File: config.mk
export PLATFORM = sky130hd
export DESIGN_NAME = unique_key_list_table_core
export DESIGN_NICKNAME = d
export VERILOG_FILES = /design/src/ukl_pkg.sv /design/src/ukl_cell.sv /design/src/unique_key_list_table_core.sv
export SDC_FILE = /design/constraint.sdc
export NUM_CORES = 1
export LEC_CHECK = 0
export BUFFER_PORTS_ARGS = -buffer_cell sky130_fd_sc_hd__clkbuf_2
export CELL_PAD_IN_SITES_DETAIL_PLACEMENT = 1
export CELL_PAD_IN_SITES_GLOBAL_PLACEMENT = 2
export CORE_ASPECT_RATIO = 0.5
export CORE_UTILIZATION = 34
export CTS_BUF_LIST = sky130_fd_sc_hd__clkbuf_8
export CTS_CLUSTER_SIZE = 30
export DETAILED_ROUTE_END_ITERATION = 10
export GPL_ROUTABILITY_DRIVEN = 0
export GPL_TIMING_DRIVEN = 0
export PLACE_DENSITY = 0.65
export REMOVE_ABC_BUFFERS = 1
export SYNTH_ARGS = -nofsm -noshare
export SYNTH_HDL_FRONTEND = slang
export SYNTH_SLANG_ARGS = --single-unit
File: constraint.sdc
create_clock -name clk -period 9.4 [get_ports clk]
set_clock_uncertainty 0.15 [all_clocks]
set_input_delay 2.82 -clock clk [delete_from_list [all_inputs] [get_ports clk]]
set_output_delay 2.82 -clock clk [all_outputs]
set_load 0.02 [all_outputs]
File: src/ukl_pkg.sv
// ----------------------------------------------------------------------------
// ukl_pkg: shared definitions for the unique key list table
// Table size, operation and status codes, the sequencer state and the
// per-cell control bundle.
// ----------------------------------------------------------------------------
package ukl_pkg;

  // Table size and the widths that follow from it.
  localparam int CAPACITY = 16;
  localparam int IDX_W    = (CAPACITY > 1) ? $clog2(CAPACITY) : 1;
  localparam int CNT_W    = $clog2(CAPACITY + 1);

  // Fixed field widths of the item ports.
  localparam int OP_W     = 2;
  localparam int KEY_W    = 32;
  localparam int STATUS_W = 3;
  localparam int POS_W    = 4;
  localparam int ENTRY_W  = 5;

  // Operation codes.
  localparam logic [OP_W-1:0] OP_SEARCH = 2'd0;
  localparam logic [OP_W-1:0] OP_INSERT = 2'd1;
  localparam logic [OP_W-1:0] OP_REMOVE = 2'd2;

  // Status codes.
  localparam logic [STATUS_W-1:0] ST_OK        = 3'd0;
  localparam logic [STATUS_W-1:0] ST_NOT_FOUND = 3'd1;
  localparam logic [STATUS_W-1:0] ST_DUPLICATE = 3'd2;
  localparam logic [STATUS_W-1:0] ST_FULL      = 3'd3;
  localparam logic [STATUS_W-1:0] ST_EMPTY     = 3'd4;

  // Sequencer state.
  typedef enum logic {
    S_IDLE,
    S_EXEC
  } ukl_state_t;

  // Control bundle handed to each cell.
  typedef struct packed {
    logic capture;    // compare the incoming key and hold the result
    logic write_new;  // store the key being inserted
    logic shift;      // take the neighbour's key if at or beyond the hit
  } ukl_cell_ctrl_t;

endpackage

File: src/ukl_cell.sv
// ----------------------------------------------------------------------------
// ukl_cell: one slot of the key table
// Holds one key, compares it with an incoming item's key and, on removal,
// takes its upper neighbour's key so that the table stays packed.
// ----------------------------------------------------------------------------
module ukl_cell (
  input  logic                          clk,
  input  ukl_pkg::ukl_cell_ctrl_t       ctrl,
  input  logic                          live,
  input  logic [ukl_pkg::KEY_W-1:0]     probe_key,
  input  logic [ukl_pkg::KEY_W-1:0]     new_key,
  input  logic [ukl_pkg::KEY_W-1:0]     next_key,
  input  logic                          seen_in,
  output logic [ukl_pkg::KEY_W-1:0]     key_q,
  output logic                          match_q,
  output logic                          seen_out
);

  logic [ukl_pkg::KEY_W-1:0] key_r;
  logic                      match_r;

  // The hit flag ripples upwards: set in the matching cell and all above it.
  assign seen_out = seen_in | match_r;
  assign key_q    = key_r;
  assign match_q  = match_r;

  // Match flag, taken when an item is accepted.
  always_ff @(posedge clk) begin
    if (ctrl.capture) begin
      match_r <= live && (key_r == probe_key);
    end
  end

  // Key storage: written on insert, or shifted down on remove.
  always_ff @(posedge clk) begin
    if (ctrl.write_new) begin
      key_r <= new_key;
    end else if (ctrl.shift && seen_out) begin
      key_r <= next_key;
    end
  end

endmodule

File: src/unique_key_list_table_core.sv
// ----------------------------------------------------------------------------
// unique_key_list_table_core: bounded table of unique signed keys
// Search, insert and remove on a packed, insertion-ordered row of cells.
// ----------------------------------------------------------------------------
// Usage:
//   The input channel carries one item per operation (in_operation, in_key);
//   the result channel returns one item per input (out_status, out_position,
//   out_entry_count). Both use valid/stall: an item moves on a clock edge
//   with valid high and stall low.
//   Each item is handled in turn: in the accepting cycle every cell
//   compares its key with in_key in parallel and holds the hit flag; then,
//   in the execute state, the hit is encoded, the status formed and the
//   cells updated (insert writes the slot at the current count, remove
//   shifts every cell at or above the hit down by one). The result is
//   registered, and a new item is taken only once the last has executed.
//   in_stall is high while an item is being executed. When the receiver
//   stalls and a result is still waiting, execution of the next item holds
//   in the execute state until the output register frees.
//   Synchronous reset empties the table (count zero) and drops any pending
//   result; stored keys are not cleared, as only live slots are compared.
// ----------------------------------------------------------------------------
module unique_key_list_table_core (
  input  logic                            clk,
  input  logic                            rst_n,
  input  logic                            in_valid,
  output logic                            in_stall,
  input  logic [ukl_pkg::OP_W-1:0]        in_operation,
  input  logic signed [ukl_pkg::KEY_W-1:0] in_key,
  output logic                            out_valid,
  input  logic                            out_stall,
  output logic [ukl_pkg::STATUS_W-1:0]    out_status,
  output logic [ukl_pkg::POS_W-1:0]       out_position,
  output logic [ukl_pkg::ENTRY_W-1:0]     out_entry_count
);

  localparam int N = ukl_pkg::CAPACITY;

  ukl_pkg::ukl_state_t               state_r, state_nxt;
  logic [ukl_pkg::OP_W-1:0]          op_r;
  logic [ukl_pkg::KEY_W-1:0]         key_r;
  logic [ukl_pkg::CNT_W-1:0]         count_r, count_nxt;
  logic                              out_valid_r;
  logic [ukl_pkg::STATUS_W-1:0]      status_r, status_nxt;
  logic [ukl_pkg::POS_W-1:0]         pos_r, pos_nxt;
  logic [ukl_pkg::ENTRY_W-1:0]       entry_r;

  logic                              capture;
  logic                              fire;
  logic                              do_insert;
  logic                              do_remove;
  logic                              any_hit;
  logic [ukl_pkg::IDX_W-1:0]         hit_idx;

  logic [ukl_pkg::KEY_W-1:0]         cell_key [N];
  logic [N-1:0]                      cell_match;
  logic [N:0]                        seen;
  ukl_pkg::ukl_cell_ctrl_t           cell_ctrl [N];

  // Handshake and sequencing controls.
  always_comb begin
    capture  = 1'b0;
    fire     = 1'b0;
    in_stall = 1'b1;
    unique case (state_r)
      ukl_pkg::S_IDLE: begin
        in_stall = 1'b0;
        capture  = in_valid;
      end
      ukl_pkg::S_EXEC: begin
        fire = !out_valid_r || !out_stall;
      end
      default: begin
        in_stall = 1'b1;
      end
    endcase
  end

  // Next state.
  always_comb begin
    state_nxt = state_r;
    unique case (state_r)
      ukl_pkg::S_IDLE: if (in_valid) state_nxt = ukl_pkg::S_EXEC;
      ukl_pkg::S_EXEC: if (fire) state_nxt = ukl_pkg::S_IDLE;
      default:         state_nxt = ukl_pkg::S_IDLE;
    endcase
  end

  // The keys are unique, so at most one cell hits: OR the indices together.
  always_comb begin
    any_hit = seen[N];
    hit_idx = '0;
    for (int i = 0; i < N; i++) begin
      if (cell_match[i]) begin
        hit_idx = hit_idx | ukl_pkg::IDX_W'(i);
      end
    end
  end

  // Status, position and count update for the item in execution.
  always_comb begin
    status_nxt = ukl_pkg::ST_NOT_FOUND;
    pos_nxt    = '0;
    count_nxt  = count_r;
    do_insert  = 1'b0;
    do_remove  = 1'b0;
    unique case (op_r)
      ukl_pkg::OP_SEARCH: begin
        if (any_hit) begin
          status_nxt = ukl_pkg::ST_OK;
          pos_nxt    = ukl_pkg::POS_W'(hit_idx);
        end
      end
      ukl_pkg::OP_INSERT: begin
        if (count_r == ukl_pkg::CNT_W'(N)) begin
          status_nxt = ukl_pkg::ST_FULL;
        end else if (any_hit) begin
          status_nxt = ukl_pkg::ST_DUPLICATE;
        end else begin
          status_nxt = ukl_pkg::ST_OK;
          pos_nxt    = ukl_pkg::POS_W'(count_r);
          count_nxt  = count_r + ukl_pkg::CNT_W'(1);
          do_insert  = 1'b1;
        end
      end
      ukl_pkg::OP_REMOVE: begin
        if (count_r == '0) begin
          status_nxt = ukl_pkg::ST_EMPTY;
        end else if (any_hit) begin
          status_nxt = ukl_pkg::ST_OK;
          pos_nxt    = ukl_pkg::POS_W'(hit_idx);
          count_nxt  = count_r - ukl_pkg::CNT_W'(1);
          do_remove  = 1'b1;
        end
      end
      default: begin
        status_nxt = ukl_pkg::ST_NOT_FOUND;
      end
    endcase
  end

  // Row of cells; each hands its key to the cell below and the hit flag up.
  assign seen[0] = 1'b0;

  for (genvar g = 0; g < N; g++) begin : g_cell
    logic [ukl_pkg::KEY_W-1:0] upper_key;

    if (g == N - 1) begin : g_top
      assign upper_key = '0;
    end else begin : g_mid
      assign upper_key = cell_key[g+1];
    end

    assign cell_ctrl[g].capture   = capture;
    assign cell_ctrl[g].write_new = fire && do_insert && (count_r == ukl_pkg::CNT_W'(g));
    assign cell_ctrl[g].shift     = fire && do_remove;

    ukl_cell u_cell (
      .clk       (clk),
      .ctrl      (cell_ctrl[g]),
      .live      (ukl_pkg::CNT_W'(g) < count_r),
      .probe_key (in_key),
      .new_key   (key_r),
      .next_key  (upper_key),
      .seen_in   (seen[g]),
      .key_q     (cell_key[g]),
      .match_q   (cell_match[g]),
      .seen_out  (seen[g+1])
    );
  end

  // Control registers.
  always_ff @(posedge clk) begin
    if (!rst_n) begin
      state_r     <= ukl_pkg::S_IDLE;
      count_r     <= '0;
      out_valid_r <= 1'b0;
    end else begin
      state_r <= state_nxt;
      if (fire) begin
        count_r     <= count_nxt;
        out_valid_r <= 1'b1;
      end else if (!out_stall) begin
        out_valid_r <= 1'b0;
      end
    end
  end

  // Item and result payload registers.
  always_ff @(posedge clk) begin
    if (capture) begin
      op_r  <= in_operation;
      key_r <= in_key;
    end
    if (fire) begin
      status_r <= status_nxt;
      pos_r    <= pos_nxt;
      entry_r  <= ukl_pkg::ENTRY_W'(count_nxt);
    end
  end

  assign out_valid       = out_valid_r;
  assign out_status      = status_r;
  assign out_position    = pos_r;
  assign out_entry_count = entry_r;

endmodule

# == Word level (Yosys, flattened, before mapping) ==
# Cells that the tools add are included.
# W data, S select, Z words.
# totals
reg_bits,581
latchBits,0
ram_bits,0
mem_bits_ro,0
input_bits,38
wordCells,256
n_memories,0
# op_classes
add_sub_neg,2
mul,0
n_div,0
order_cmp,16
eq_ne,35
shifts,0
muxes,76
bitwise,16
reduce_logical,71
# ops
op,count
$mux W32,32
$eq A32 B32 Y1,16
$logic_and A1 B1 Y1,50
$mux W4,12
$eq A5 B4 Y1 const B,8
$lt A4 B5 Y1 const A,8
$reduce_bool A2 Y1,16
$eq A5 B3 Y1 const B,4
$lt A3 B5 Y1 const A,4
$mux W5,4
$mux W1,15
$mux W3,5
$or A1 B1 Y1,15
$pmux W4 S3,1
$eq A5 B2 Y1 const B,2
$lt A1 B5 Y1 const A,2
$lt A2 B5 Y1 const A,2
$pmux W5 S2,1
$pmux W3 S3,1
$mux W2,4
$add A5 B1 Y5 const B,1
$eq A5 B1 Y1 const B,1
$eq A5 B5 Y1 const B,1
$logic_not A5 Y1,1
9 further kinds,10

# == Logic depth before layout (Yosys ltp) ==
# Gate-level depths: netlist of run 1.
# logic_depth
depth_word,22
depth_mapped,12
mapped_depth_nobuf,7

# == Modules after synthesis ==
# From an unflattened synthesis of run 1, not the netlist that was laid out.
# hier_totals
hier_cells,2070
hier_area_um2,30437.9
# modules_own_cells
module,instances,cells_each,area_each_um2
ukl_cell,16,115,1740.4
unique_key_list_table_core,1,230,2591.2

# == Worst setup path after synthesis of run 1 ==
# OpenSTA, ideal clock, no wires.
# synth_path
kind,input-to-reg
startpoint,input out_stall
endpoint,"register g_cell[2].u_cell.key_r, in the netlist g_cell[2].u_cell.key_q[0], enable pin"
setup_time_ps,466
arrival_ps,5760
required_time_ps,8784
slack_ps,3024
path_stages,5
path_buffers,0
path_cell_list,nand2_1 -> nand2_1 -> nor2_1 -> nand2_1 -> o21ai_0
# synth_between
elab_chain_cells,6
# synth_lines
element,line_no,rtl
"start, declared",unique_key_list_table_core.sv:30,"input logic out_stall,"
$logic_not A1 Y1 (*),--,
$logic_or A1 B1 Y1 (*),unique_key_list_table_core.sv:70,fire = !out_valid_r || !out_stall;
$mux W1 (*),unique_key_list_table_core.sv:64,unique case (state_r)
"$logic_and A1 B1 Y1, on equally long branches","unique_key_list_table_core.sv:154, unique_key_list_table_core.sv:155",
"$logic_and A1 B1 Y1, on equally long branches","unique_key_list_table_core.sv:154, ukl_cell.sv:38",
$reduce_bool A2 Y1 (no source line) (*),--,
"end signal, assigned",ukl_cell.sv:37,key_r <= new_key;
"end signal, assigned",ukl_cell.sv:39,key_r <= next_key;
"end, declared",ukl_cell.sv:19,logic [ukl_pkg::KEY_W-1:0] key_r;
# Mark *: on every way between the ends. The rest lies on a longest branch, timed or not.
# A chain may end at the register's enable or synchronous reset.

# == Worst setup path in the final report of run 1 ==
# layout_path
startpoint,input out_stall
endpoint,"register g_cell[10].u_cell.key_r, in the netlist g_cell[10].u_cell.key_q[30], enable pin"
# layout_between
elab_chain_cells,6
# layout_lines
element,line_no
$logic_not A1 Y1 (*),--
$logic_or A1 B1 Y1 (*),unique_key_list_table_core.sv:70
$mux W1 (*),unique_key_list_table_core.sv:64
"$logic_and A1 B1 Y1, on equally long branches","unique_key_list_table_core.sv:154, unique_key_list_table_core.sv:155"
"$logic_and A1 B1 Y1, on equally long branches","unique_key_list_table_core.sv:154, ukl_cell.sv:38"
$reduce_bool A2 Y1 (no source line) (*),--
"end signal, assigned",ukl_cell.sv:37
"end signal, assigned",ukl_cell.sv:39
"end, declared",ukl_cell.sv:19
# Marked as above.

==> results of run 1 <==
## flip-flops by register name, summed over array words and instances, names as in the netlist
name                   cells
op_r                       2
key_r                     32
g_cell.u_cell.key_q      512
out_position               4
g_cell.u_cell.match_q     16
out_valid                  1
count_r                    5
out_status                 3
out_entry_count            5
state_r                    1
## routing by layer
layer | part of all wire [%] | routed length (µm) | track usage [%]
met1 | 48 | 44400 | 27.48
met2 | 46 | 43070 | 31.95
met3 | 3.8 | 3563 | 2.804
met4 | 2.4 | 2225 | 5.775
met5 | 0 | 0 | 0
## layout make-up
cell class,count,area (µm²),share of cell area (%)
repair buffers,58,397.9,1.151
clock buffers,97,1335,3.862
clock inverters,74,342.8,0.9917
diodes,4,10.01,0.02896
well taps,1240,1551,4.488
flip-flops and latches,581,17380,50.27
multi-input cells,1381,13530,39.14
inverters,7,26.28,0.07601
## how the worst max path moves through the flow
| stage | to | slack (ps) |
|---|---|---|
| global route | g_cell[10].u_cell.key_q[11] | 3090 |
| detailed placement | g_cell[12].u_cell.key_q[11] | 2520 |
| floorplan | g_cell[2].u_cell.key_q[0] | 3020 |
| finish | g_cell[10].u_cell.key_q[30] | 3360 |
| CTS | g_cell[12].u_cell.key_q[23] | 3350 |
| global placement | key_r[21] | 710 |
## stage by stage
stage | area [µm²] | utilization [%] | hold slack, ps | setup WS, ps
final | 34570 | 37.72 | 376.8 | 3356
after floorplan | 30860 | - | 422.3 | 3024
after global routing | 34570 | 37.72 | 447.1 | 3093
after detailed placement | 32850 | 35.85 | 372.2 | 2517
after CTS | 34530 | 37.68 | 387.3 | 3345
after global placement | 32670 | 35.65 | 350.2 | 709.5
## logic make-up after synthesis
logic type,after synthesis
multiplexers,482
AND/OR/NAND/NOR,310
flip-flops,581
XOR/XNOR,512
AO/OA/AOI/OAI,68
buffers and inverters,172
adder cells (fa/ha/maj),9
## cells in the mapped netlist, drive strengths merged, types with 21 or more instances
| cell type | instances |
|---|---|
| xnor2 | 142 |
| mux2 | 480 |
| clkbuf | 95 |
| nand4 | 52 |
| nand2 | 26 |
| nor3 | 25 |
| nand3 | 28 |
| a21oi | 21 |
| buf | 70 |
| edfxtp | 574 |
| and2 | 33 |
| xor2 | 370 |
| nor4 | 99 |
## power by group
| group | internal (W) | total, W | switching [W] |
|---|---|---|---|
| clock | 0.000986 | 0.00207 | 0.00109 |
| sequential | 0.00285 | 0.00295 | 0.0000917 |
| combinational | 0.0000999 | 0.000322 | 0.000222 |
| total | 0.00394 | 0.00534 | 0.00140 |
## worst max-delay path: cells and delay by family
kind,cells,cell delay (ps)
buffers and inverters,1,90
AND/OR/NAND/NOR,5,3300
==> results.txt, run 1 <==
----------------------------------------------------
[Placed design]
  Buffers added on ports ... 51
  Total half-perimeter wirelength after legalization and detailed placement ... 70080 µm
  Dpl cells ... 3266

[Worst setup path]
  Worst path cell trace ... clkbuf_2 > nand2_1 > nand2_1 > nor3_4 > nand3_4 > nand2_1
  Crit path largest cell delay ... between 1000 and 1500 ps
  R2R setup slack ... 3620 ps
  Worst path arrival time ... between 6000 and 7000 ps
  Critical path startpoint category ... input port
  Required time of the worst setup path ... 9600 ps
  Start point of the critical path ... out_stall
  CP max-delay cell ... sky130_fd_sc_hd__nand2_1
  Reg2reg end ... g_cell[10].u_cell.key_q[30]
  Critical Path End Type ... flip-flop
  Cell type with the highest occurrence count on the critical path ... sky130_fd_sc_hd__nand2_1
  Type of the setup path with the least slack ... in -> reg
  Largest fanout on the critical path ... 33
  Depth of the worst register-to-register path ... 7
  RR Startpoint ... count_r[1]

[Worst hold path]
  Hold Path Stages ... 2
  Worst hold path endpoint ... out_valid
  Type of the tightest min-delay check ... reg -> reg
  Hold Path Origin ... out_valid

[Route]
  Detailed Routing Iterations Pass 1 ... 5
  Sum of routed wire length over all layers ... 93260 µm
  Total number of vias ... 17290
  Remaining DRCs ... 0
  Antenna violation net count after detailed routing ... 0
  DR iter-0 viols ... 1106
  Via density per instance ... 5.023
  Final routed wire length divided by cell count ... 27.09 µm

[Clock network]
  Clock Latency Late Sink ... 760 ps
  Clock buffer count from CTS ... 94
  Clk pin slew, worst setup/hold paths ... roughly 60 ps
  Maximum buffer depth of the clock tree ... 3
  Buffers inserted by post-CTS timing repair ... 0
  Hold Buf Count CTS ... 0
  Max H-tree Level ... 3
  CTS sink cnt ... 581
  TritonCTS clock tree ... done
  Buffer cell driving the clock tree root ... sky130_fd_sc_hd__clkbuf_8
  Number of gates resized after cts ... 0

[STA]
  Count of pins over their slew limit ... 0
  Finish-stage setup viols ... 0
  Upper clock frequency limit ... 165.5 MHz
  Time the final worst path needs with I/O delays and setup ... 6044 ps
  Rel. slew slack ... 4.241%
  Total Neg Setup Slack ... 0 ps
  Slew @ Worst Pin ... between 1000 and 1500 ps
  Setup repair after global routing missed its margin ... false
  Final worst-path cycle share ... 64.30%
  Hold Vio Cnt, Final ... 0

[Synthesis]
  Share of the synthesized area in the top cell type ... 54.18%
  Largest family of logic cells by synthesized area ... multiplexers
  Register bit count reported by yosys ... 581
  Largest cells by area after synthesis ... sky130_fd_sc_hd__edfxtp_1 54%, sky130_fd_sc_hd__mux2_4 12%, sky130_fd_sc_hd__xor2_1 10%
  Library cell occupying the most area in the post-synthesis netlist ... sky130_fd_sc_hd__edfxtp_1
  Post-synth ARST share ... 0%
  Xor and xnor fraction of the mapped netlist area ... 14.10%
  Number of enable flip-flop cells after synthesis ... around 570
  Share of cell area taken by muxes after synthesis ... 20.13%
  Synthesized instance count ... ~2100
  Most used DFF post-synth ... sky130_fd_sc_hd__edfxtp_1
  Synth Area in Compound Gates ... 1.353%
  Post-synthesis share of cell area spent on full adders, half adders and majority gates ... less than 1%
  Mapped Avg Cell Area ... 14.91 µm²
  Number of warnings reported in the yosys synthesis log ... 0
  Post-synthesis cell area ... 31810 µm²
  Share of the yosys chip area belonging to registers ... 54.62%
  Count of different cell masters after synthesis ... 58
  Post-synthesis simple-gate area fraction ... roughly 6.4%

[Die]
  Chip width ... 434.6 µm
  Initial cell density of the core ... 34.72%
  Row count ... 78
  Core area ... 91640 µm²
  Die Span Y ... approximately 220 µm
  Total Die Area ... between 90000 and 100000 µm²
  Number of top-level pins ... 52

[Global route]
  Total GRT Usage ... between 15 and 20%
  Largest net degree at the start of global routing ... 34
  Overflow left after global routing ... 0
  Antenna violations before repair ... 8
  Via count of the first global-routing pass ... about 18000
  Global-route wire length before repair ... 133700 µm

[Power and ir drop]
  Final total power ... around 0.0053 W
  Power per Cell Area ... 154.5 nW/µm²
  Leakage power figure ... 12.54 nW
  IR drop worst, VDD ... 0.1063 mV

[Cells and area]
  Area added between synthesis and finish ... 8.664%
  Highest-count cells in the layout ignoring fill and taps ... 574 x sky130_fd_sc_hd__edfxtp_1, 370 x sky130_fd_sc_hd__xor2_1, 261 x sky130_fd_sc_hd__mux2_4
  Most common cell after layout, fill and taps aside ... sky130_fd_sc_hd__edfxtp_1
  Fraction of layout cells with a size suffix above 1 ... 31.07%
  Non-filler cells, final ... 3442
  Net total in the final layout ... approximately 2200
  Fillers ... 9287

[Outcome]
  Outcome ... finished, final reports clean

[Flow run]
  # Max-Cap Violations ... 0

----------------------------------------------------
(Power assumes the default switching activity.)
==> run 2, diff against run 1 <==
Settings changed: ABC_AREA set to 1, PLACE_DENSITY 0.65 to 0.72.
Clock period 9.4 ns to 5.8 ns, I/O delays scaled along.
==> run 2 against run 1 <==
  * The run now ends with capacitance limit, slew limit left
  * Non-clock buffer count is 23 higher
  * Sequential power is 60% higher
  * Final area is 1.7% lower
  * Global-route usage is 12 points higher
  * Critical path type is now reg -> reg
  * Total power is 74% higher
  * Synthesized cell count is 51% higher
  * Highest routed layer unchanged
  * Area after synthesis is 3.1% lower
  * Worst hold slack worse by 39 ps
==> results.txt, run 2 <==
----------------------------------------------------
[Die]
  Initial cell density of the core ... 34.63% (-0.083 points)
  Number of top-level pins ... 52 (unchanged)
  Die Span Y ... 214.9 µm (-1.5%)
  Core area ... 89020 µm² (-2.9%)
  Chip width ... 427.9 µm (-1.6%)
  Row count ... 77 (-1.3%)
  Total Die Area ... 91960 µm² (-3.1%)

[Synthesis]
  Mapped Avg Cell Area ... 9.580 µm² (-36%)
  Post-synthesis cell area ... 30830 µm² (-3.1%)
  Library cell occupying the most area in the post-synthesis netlist ... sky130_fd_sc_hd__edfxtp_1
  Post-synth ARST share ... 0% (unchanged)
  Synthesized instance count ... 3218 (+51%)
  Commonest cells in the netlist ... 844 x sky130_fd_sc_hd__nand2_1, 574 x sky130_fd_sc_hd__edfxtp_1, 340 x sky130_fd_sc_hd__o21ai_0, 223 x sky130_fd_sc_hd__o21ai_1, 221 x sky130_fd_sc_hd__inv_1
  Number of enable flip-flop cells after synthesis ... 574 (unchanged)
  Count of different cell masters after synthesis ... 48 (-17%)
  Share of the synthesized area in the top cell type ... 55.91% (+1.7 points)
  Share of the yosys chip area belonging to registers ... 56.36% (+1.7 points)
  Largest cells by area after synthesis ... sky130_fd_sc_hd__edfxtp_1 56%, sky130_fd_sc_hd__nand2_1 10%, sky130_fd_sc_hd__o21ai_0 5.5%
  Register bit count reported by yosys ... 581 (unchanged)
  Number of warnings reported in the yosys synthesis log ... 0 (unchanged)
  Most used DFF post-synth ... sky130_fd_sc_hd__edfxtp_1
  Most frequently used cell type in the post-synthesis netlist ... sky130_fd_sc_hd__nand2_1

[Clock network]
  Clock buffer count from CTS ... 93 (-1.1%)
  Buffers inserted by post-CTS timing repair ... 0 (unchanged)
  Clk pin slew, worst setup/hold paths ... 60 ps (about the same)
  Buffer cell driving the clock tree root ... sky130_fd_sc_hd__clkbuf_8
  Hold Buf Count CTS ... 0 (unchanged)
  TritonCTS clock tree ... done
  CTS sink cnt ... 581 (unchanged)
  Max H-tree Level ... 3 (unchanged)
  Maximum buffer depth of the clock tree ... 3 (unchanged)
  Clock Latency Late Sink ... 790 ps (+30 ps)

[Cells and area]
  Highest-count cells in the layout ignoring fill and taps ... 831 x sky130_fd_sc_hd__nand2_1, 574 x sky130_fd_sc_hd__edfxtp_1, 335 x sky130_fd_sc_hd__o21ai_0
  Fillers ... 10140 (+9.2%)
  Area added between synthesis and finish ... 10.22%
  Non-filler cells, final ... 4448 (+29%)
  Fraction of layout cells with a size suffix above 1 ... 10.02% (-21 points)
  Most common cell after layout, fill and taps aside ... sky130_fd_sc_hd__nand2_1
  Flip-flop count of the largest register, all copies and words added ... 512 (unchanged)
  Net total in the final layout ... 3226 (+49%)

[Route]
  Antenna violation net count after detailed routing ... 0 (unchanged)
  Final routed wire length divided by cell count ... 33.36 µm (+23%)
  Remaining DRCs ... 0 (unchanged)
  Total number of vias ... 26650 (+54%)
  Detailed Routing Iterations Pass 1 ... 6 (+1)
  DR iter-0 viols ... 4329 (+290%)
  Sum of routed wire length over all layers ... 148400 µm (+59%)
  Via density per instance ... 5.992 (+19%)

[Worst setup path]
  Largest fanout on the critical path ... 21 (-36%)
  Worst path arrival time ... 6040 ps (-210 ps)
  Critical Path End Type ... flip-flop
  Required time of the worst setup path ... 6120 ps (-3480 ps)
  Crit path largest cell delay ... 930 ps (-260 ps)
  CP max-delay cell ... sky130_fd_sc_hd__dfxtp_1
  Type of the setup path with the least slack ... reg -> reg
  Cell type with the highest occurrence count on the critical path ... sky130_fd_sc_hd__nand2_1
  Critical path startpoint category ... flip-flop
  Worst path cell trace ... inv_1 > ha_1 > nand2_1 > nand2_1 > nor2_1 > nand2_2 > inv_1 > nand2_1 > nand2_1 > buf_16

[Placed design]
  Buffers added on ports ... 51 (unchanged)
  Total half-perimeter wirelength after legalization and detailed placement ... 100200 µm (+43%)
  Pre-CTS setup slack ... -355.9 ps (-2873 ps)
  Dpl cells ... 4262 (+30%)

[Power and ir drop]
  Final total power ... 0.009296 W (+74%)
  Leakage power figure ... 12.96 nW (+3.4%)
  IR drop worst, VDD ... 0.1480 mV (+39%)
  Power per Cell Area ... 273.6 nW/µm² (+77%)

[Global route]
  Total GRT Usage ... 31.76% (+12 points)
  Global-route wire length before repair ... 201500 µm (+51%)
  Via count of the first global-routing pass ... 24720 (+35%)
  Overflow left after global routing ... 0 (unchanged)
  Antenna violations before repair ... 13 (+5)
  Largest net degree at the start of global routing ... 66 (+94%)

[Outcome]
  Outcome ... complete, but fails checks
  Failing checks ... capacitance limit, slew limit

[STA]
  Time the final worst path needs with I/O delays and setup ... around 5700 ps
  Rel. slew slack ... -11.94% (-16 points)
  Worst setup margin ... 75.86 ps (-3280 ps)
  Finish-stage setup viols ... 0 (unchanged)
  Final worst-path cycle share ... 98.69%
  Setup repair after global routing missed its margin ... false
  Slew @ Worst Pin ... 1673 ps (+241.8 ps)
  Count of pins over their slew limit ... 24 (+24)
  Hold Vio Cnt, Final ... 0 (unchanged)
  Upper clock frequency limit ... 174.7 MHz

[Worst hold path]
  Type of the tightest min-delay check ... reg -> reg

[Flow run]
  # Max-Cap Violations ... 4 (+4)

----------------------------------------------------
run 2: logic make-up (layout without fill, tap and decap cells):
group | after synthesis | in the layout | synth area share, %
AOI/OAI and AO/OA | 768 | 768 | 14.19
buffers and inverters | 448 | 485 | 6.668
other | 0 | 8 | 0
xor gates and xnor gates | 204 | 204 | 5.795
DFF | 581 | 581 | 56.36
adders and majority gates | 9 | 9 | 0.3653
and+or+nand+nor | 1208 | 1208 | 16.62
run 2: where the power goes:
group	switching (W)	internal [W]
sequential	0.0000784	0.00464
combinational	0.000697	0.000176
clock	0.00191	0.00179
total	0.00269	0.00661
run 2: metal layers:
metal	part of all wire, %	track usage, %	routed length [µm]	vias to the layer above
met5	0	0	0	-
met4	2.9	8.957	4254	0
met3	13	8.325	19620	222
met2	40	43.41	58800	1776
met1	44	48.48	65690	13550
li1	-	-	-	11110
run 2: final cells by class:
cell class              count  area, µm²  area share (%)
flip-flops and latches    581      17380           51.14
multi-input cells        2189      11540           33.95
inverters                 233      874.6           2.574
diodes                      8      20.02         0.05891
clock buffers              94       1294           3.807
repair buffers             81      890.9           2.622
clock inverters            77      504.2           1.484
well taps                1185       1483           4.363
run 2: critical path: cells and delay by family, from the launching register on:
family	cells	cell delay (ps)
adder cells (fa/ha/maj)	1	630
buffers and inverters	3	1280
flip-flops	1	930
AND/OR/NAND/NOR	6	2380
run 2: metrics by stage:
stage / instance area [µm²] / utilization (%) / TNS [ps] / hold slack (ps)
final: 33980 / 38.17 / 0 / 337.7
after global routing: 33960 / 38.15 / 0 / 350.3
after CTS: 33780 / 37.95 / 0 / 339.5
after detailed placement: 31950 / 35.89 / -25920 / 330.1
after global placement: 31390 / 35.26 / -680250 / 325.8
after floorplan: 29650 / - / 0 / 352.5
run 2: path summary, 6_finish.rpt:
| path | end | slack (ps) | cells after the start | from |
|---|---|---|---|---|
| worst max-delay path | g_cell[8].u_cell.key_q[2] | 80 | 10 | count_r[1] |
| worst min-delay path | out_valid | 340 | 2 | out_valid |
| worst max register to register | g_cell[8].u_cell.key_q[2] | 80 | 10 | count_r[1] |
| worst min register to register | out_valid | 340 | 2 | out_valid |
run 2: what timing repair did:
action,in CTS,in global routing
setup endpoints to repair,201,150
pin swaps,0,0
gates resized for setup,8,4
==> run 3, diff against run 2 <==
Settings changed: ABC_AREA 1 to unset, CORE_MARGIN set to 3, PLACE_DENSITY 0.72 to 0.65.
Clock period 5.8 ns to 5.77 ns, I/O delays scaled along.
==> run 3 against run 2 <==
  * The run now ends clean
  * Non-clock buffer count fell by 24
  * Sequential cell count did not move
  * Register-to-register slack improved by 220 ps
  * Sequential power rose by 2%
  * Clock-buffer cell count rose by 1
  * Final area rose by 1.6%
  * Core utilization fell by 0.50 points
  * Critical path type unchanged
  * Largest cell class unchanged
  * Highest routed layer unchanged
==> results.txt, run 3 (synthesized netlist as in run 1, its figures left out) <==
----------------------------------------------------
[Outcome]
  Outcome ... finished, final reports clean

[Worst setup path]
  Crit path largest cell delay ... 1030 ps (+100 ps)
  Destination of the critical timing path ... g_cell[7].u_cell.key_q[24]
  Start point of the critical path ... count_r[1]
  Critical Path End Type ... flip-flop
  Worst path arrival time ... 5670 ps (-370 ps)
  Reg2reg end ... g_cell[7].u_cell.key_q[24]
  Number of logic stages on the critical path including buffering ... 7 (-3)
  Largest fanout on the critical path ... 33 (+57%)
  Required time of the worst setup path ... 5970 ps (-150 ps)
  RR Startpoint ... count_r[1]
  Depth of the worst register-to-register path ... 7 (-3)
  CP max-delay cell ... sky130_fd_sc_hd__nor3_4
  Worst path cell trace ... inv_1 > ha_1 > nand4bb_1 > nand2_1 > nor3_4 > and3_4 > a21o_1
  Critical path startpoint category ... flip-flop
  Category of cells accounting for the largest share of critical-path delay ... simple AND/OR/NAND/NOR gates
  Buf/Inv on CP ... 1 (-2)
  R2R setup slack ... 300 ps (+220 ps)
  Type of the setup path with the least slack ... reg -> reg

[Global route]
  Overflow left after global routing ... 0 (unchanged)
  Via count of the first global-routing pass ... 18390 (-26%)
  Antenna violations before repair ... 7 (-6)
  Global-route wire length before repair ... 133900 µm (-34%)
  Largest net degree at the start of global routing ... 34 (-48%)
  Total GRT Usage ... 18.96% (-13 points)

[STA]
  Rel. slew slack ... 1.645% (+14 points)
  Count of pins over their slew limit ... 0 (-100%)
  Upper clock frequency limit ... 182.7 MHz (+4.6%)
  Time the final worst path needs with I/O delays and setup ... 5475 ps (-249.4 ps)
  Total Neg Setup Slack ... 0 ps (unchanged)
  Final worst-path cycle share ... 94.88% (-3.8 points)
  Hold Vio Cnt, Final ... 0 (unchanged)
  Hold_ws ... 385.8 ps (+48.10 ps)
  Slew @ Worst Pin ... 1470 ps (-203.0 ps)
  Finish-stage setup viols ... 0 (unchanged)
  Setup repair after global routing missed its margin ... false

[Die]
  Chip width ... 438.6 µm (+2.5%)
  Die Span Y ... 222.3 µm (+3.4%)
  Number of top-level pins ... 52 (unchanged)
  Initial cell density of the core ... 34.72% (+0.083 points)
  Core area ... 91640 µm² (+2.9%)
  Total Die Area ... 97500 µm² (+6.0%)
  Row count ... 78 (+1.3%)

[Power and ir drop]
  Power per Cell Area ... 249.8 nW/µm² (-8.7%)
  Psw ... 0.002275 W (-15%)
  Clk network pwr share ... 38.3% (-1.5 points)
  IR drop worst, VDD ... 0.1596 mV (+7.9%)
  Leakage power figure ... 12.43 nW (-4.1%)
  Switching portion of total power ... 26.38% (-2.5 points)
  Combinational cell fraction of total power ... 6.1% (-3.3 points)
  Pint ... 0.006349 W (-4.0%)
  Flop pwr share ... 55.6% (+4.8 points)

[Route]
  Detailed Routing Iterations Pass 1 ... 8 (+2)
  Total number of vias ... 17150 (-36%)
  Via density per instance ... 4.985 (-17%)
  Antenna violation net count after detailed routing ... 0 (unchanged)
  Final routed wire length divided by cell count ... 26.98 µm (-19%)
  Remaining DRCs ... 0 (unchanged)
  DR iter-0 viols ... 1106 (-74%)
  Sum of routed wire length over all layers ... 92840 µm (-37%)

[Clock network]
  Clock buffer count from CTS ... 95 (+2.2%)
  Maximum buffer depth of the clock tree ... 3 (unchanged)
  Number of gates resized after cts ... 0 (-8)
  Clk pin slew, worst setup/hold paths ... 60 ps (about the same)
  CTS sink cnt ... 581 (unchanged)
  Buffer cell driving the clock tree root ... sky130_fd_sc_hd__clkbuf_8
  Max H-tree Level ... 3 (unchanged)
  TritonCTS clock tree ... done
  Clock Latency Late Sink ... 740 ps (-50 ps)
  Hold Buf Count CTS ... 0 (unchanged)
  Buffers inserted by post-CTS timing repair ... 0 (unchanged)

[Flow run]
  # Max-Cap Violations ... 0 (-4)

[Cells and area]
  Area of all placed cells without fillers ... 34520 µm² (+1.6%)
  Highest-count cells in the layout ignoring fill and taps ... 574 x sky130_fd_sc_hd__edfxtp_1, 370 x sky130_fd_sc_hd__xor2_1, 261 x sky130_fd_sc_hd__mux2_4
  Net total in the final layout ... 2170 (-33%)
  Fraction of layout cells with a size suffix above 1 ... 31.39% (+21 points)
  Area added between synthesis and finish ... 8.515%
  Flip-flop count of the largest register, all copies and words added ... 512 (unchanged)
  Most common cell after layout, fill and taps aside ... sky130_fd_sc_hd__edfxtp_1

[Placed design]
  Total half-perimeter wirelength after legalization and detailed placement ... 70230 µm (-30%)
  Buffers added on ports ... 51 (unchanged)
  DP Area ... 32850 µm² (+2.8%)

[Worst hold path]
  Hold Path Origin ... out_valid
  Type of the tightest min-delay check ... reg -> reg

----------------------------------------------------
[run 3: power by group through the flow]
stage | Combinational (W) | Sequential (W) | Clock [W]
2_1_floorplan | 0.000244 | 0.00481 | 0
3_5_place_dp | 0.000528 | 0.00488 | 0
6_report | 0.000522 | 0.00480 | 0.00330
3_3_place_gp | 0.000515 | 0.00488 | 0
4_1_cts | 0.000530 | 0.00479 | 0.00340
5_1_grt | 0.000559 | 0.00480 | 0.00359
[run 3: stage by stage]
step / total power, W / worst slack, ps / cells / util (%)
after global placement: 0.005400 / -1760 / 3260 / 35.65
final: 0.008623 / 295.2 / 3441 / 37.67
after detailed placement: 0.005410 / -13.35 / 3266 / 35.85
after global routing: 0.008950 / 19.35 / 3441 / 37.67
after floorplan: 0.005050 / 483.3 / 1969 / -
after CTS: 0.008725 / 19.33 / 3438 / 37.63
[run 3: worst reg2reg max path, stage by stage, from the launching register on]
cell                        delay, ps
sky130_fd_sc_hd__dfxtp_1          720
sky130_fd_sc_hd__inv_1            370
sky130_fd_sc_hd__ha_1             580
sky130_fd_sc_hd__nand4bb_1        290
sky130_fd_sc_hd__nand2_1          220
sky130_fd_sc_hd__nor3_4          1040
sky130_fd_sc_hd__and3_4           770
sky130_fd_sc_hd__a21o_1           930
[run 3: worst min-delay path by stage]
stage | endpoint | slack, ps | cells after the start
final | out_valid | 390 | 2
after floorplan | g_cell[4].u_cell.key_q[31] | 420 | 1
after CTS | out_valid | 390 | 2
after detailed placement | out_valid | 370 | 2
after global placement | out_valid | 350 | 2
after global routing | out_valid | 420 | 2
[run 3: layout make-up]
type                       instances  area, µm²
inverter                           7      26.28
multi-input combinational       1381      13550
timing repair buffer              57      374.1
tap                             1240       1551
clock inverter                    77      331.6
fill                            9276      57120
antenna                            3      7.507
sequential                       581      17380
clock buffer                      95       1308
[run 3: layer usage]
layer / GRT usage (%) / wire length, µm / up-vias
li1: - / - / 7887
met1: 26.66 / 44320 / 8779
met2: 30.32 / 42680 / 346
met3: 2.654 / 3151 / 142
met4: 5.735 / 2691 / 0
met5: 0 / 0 / -
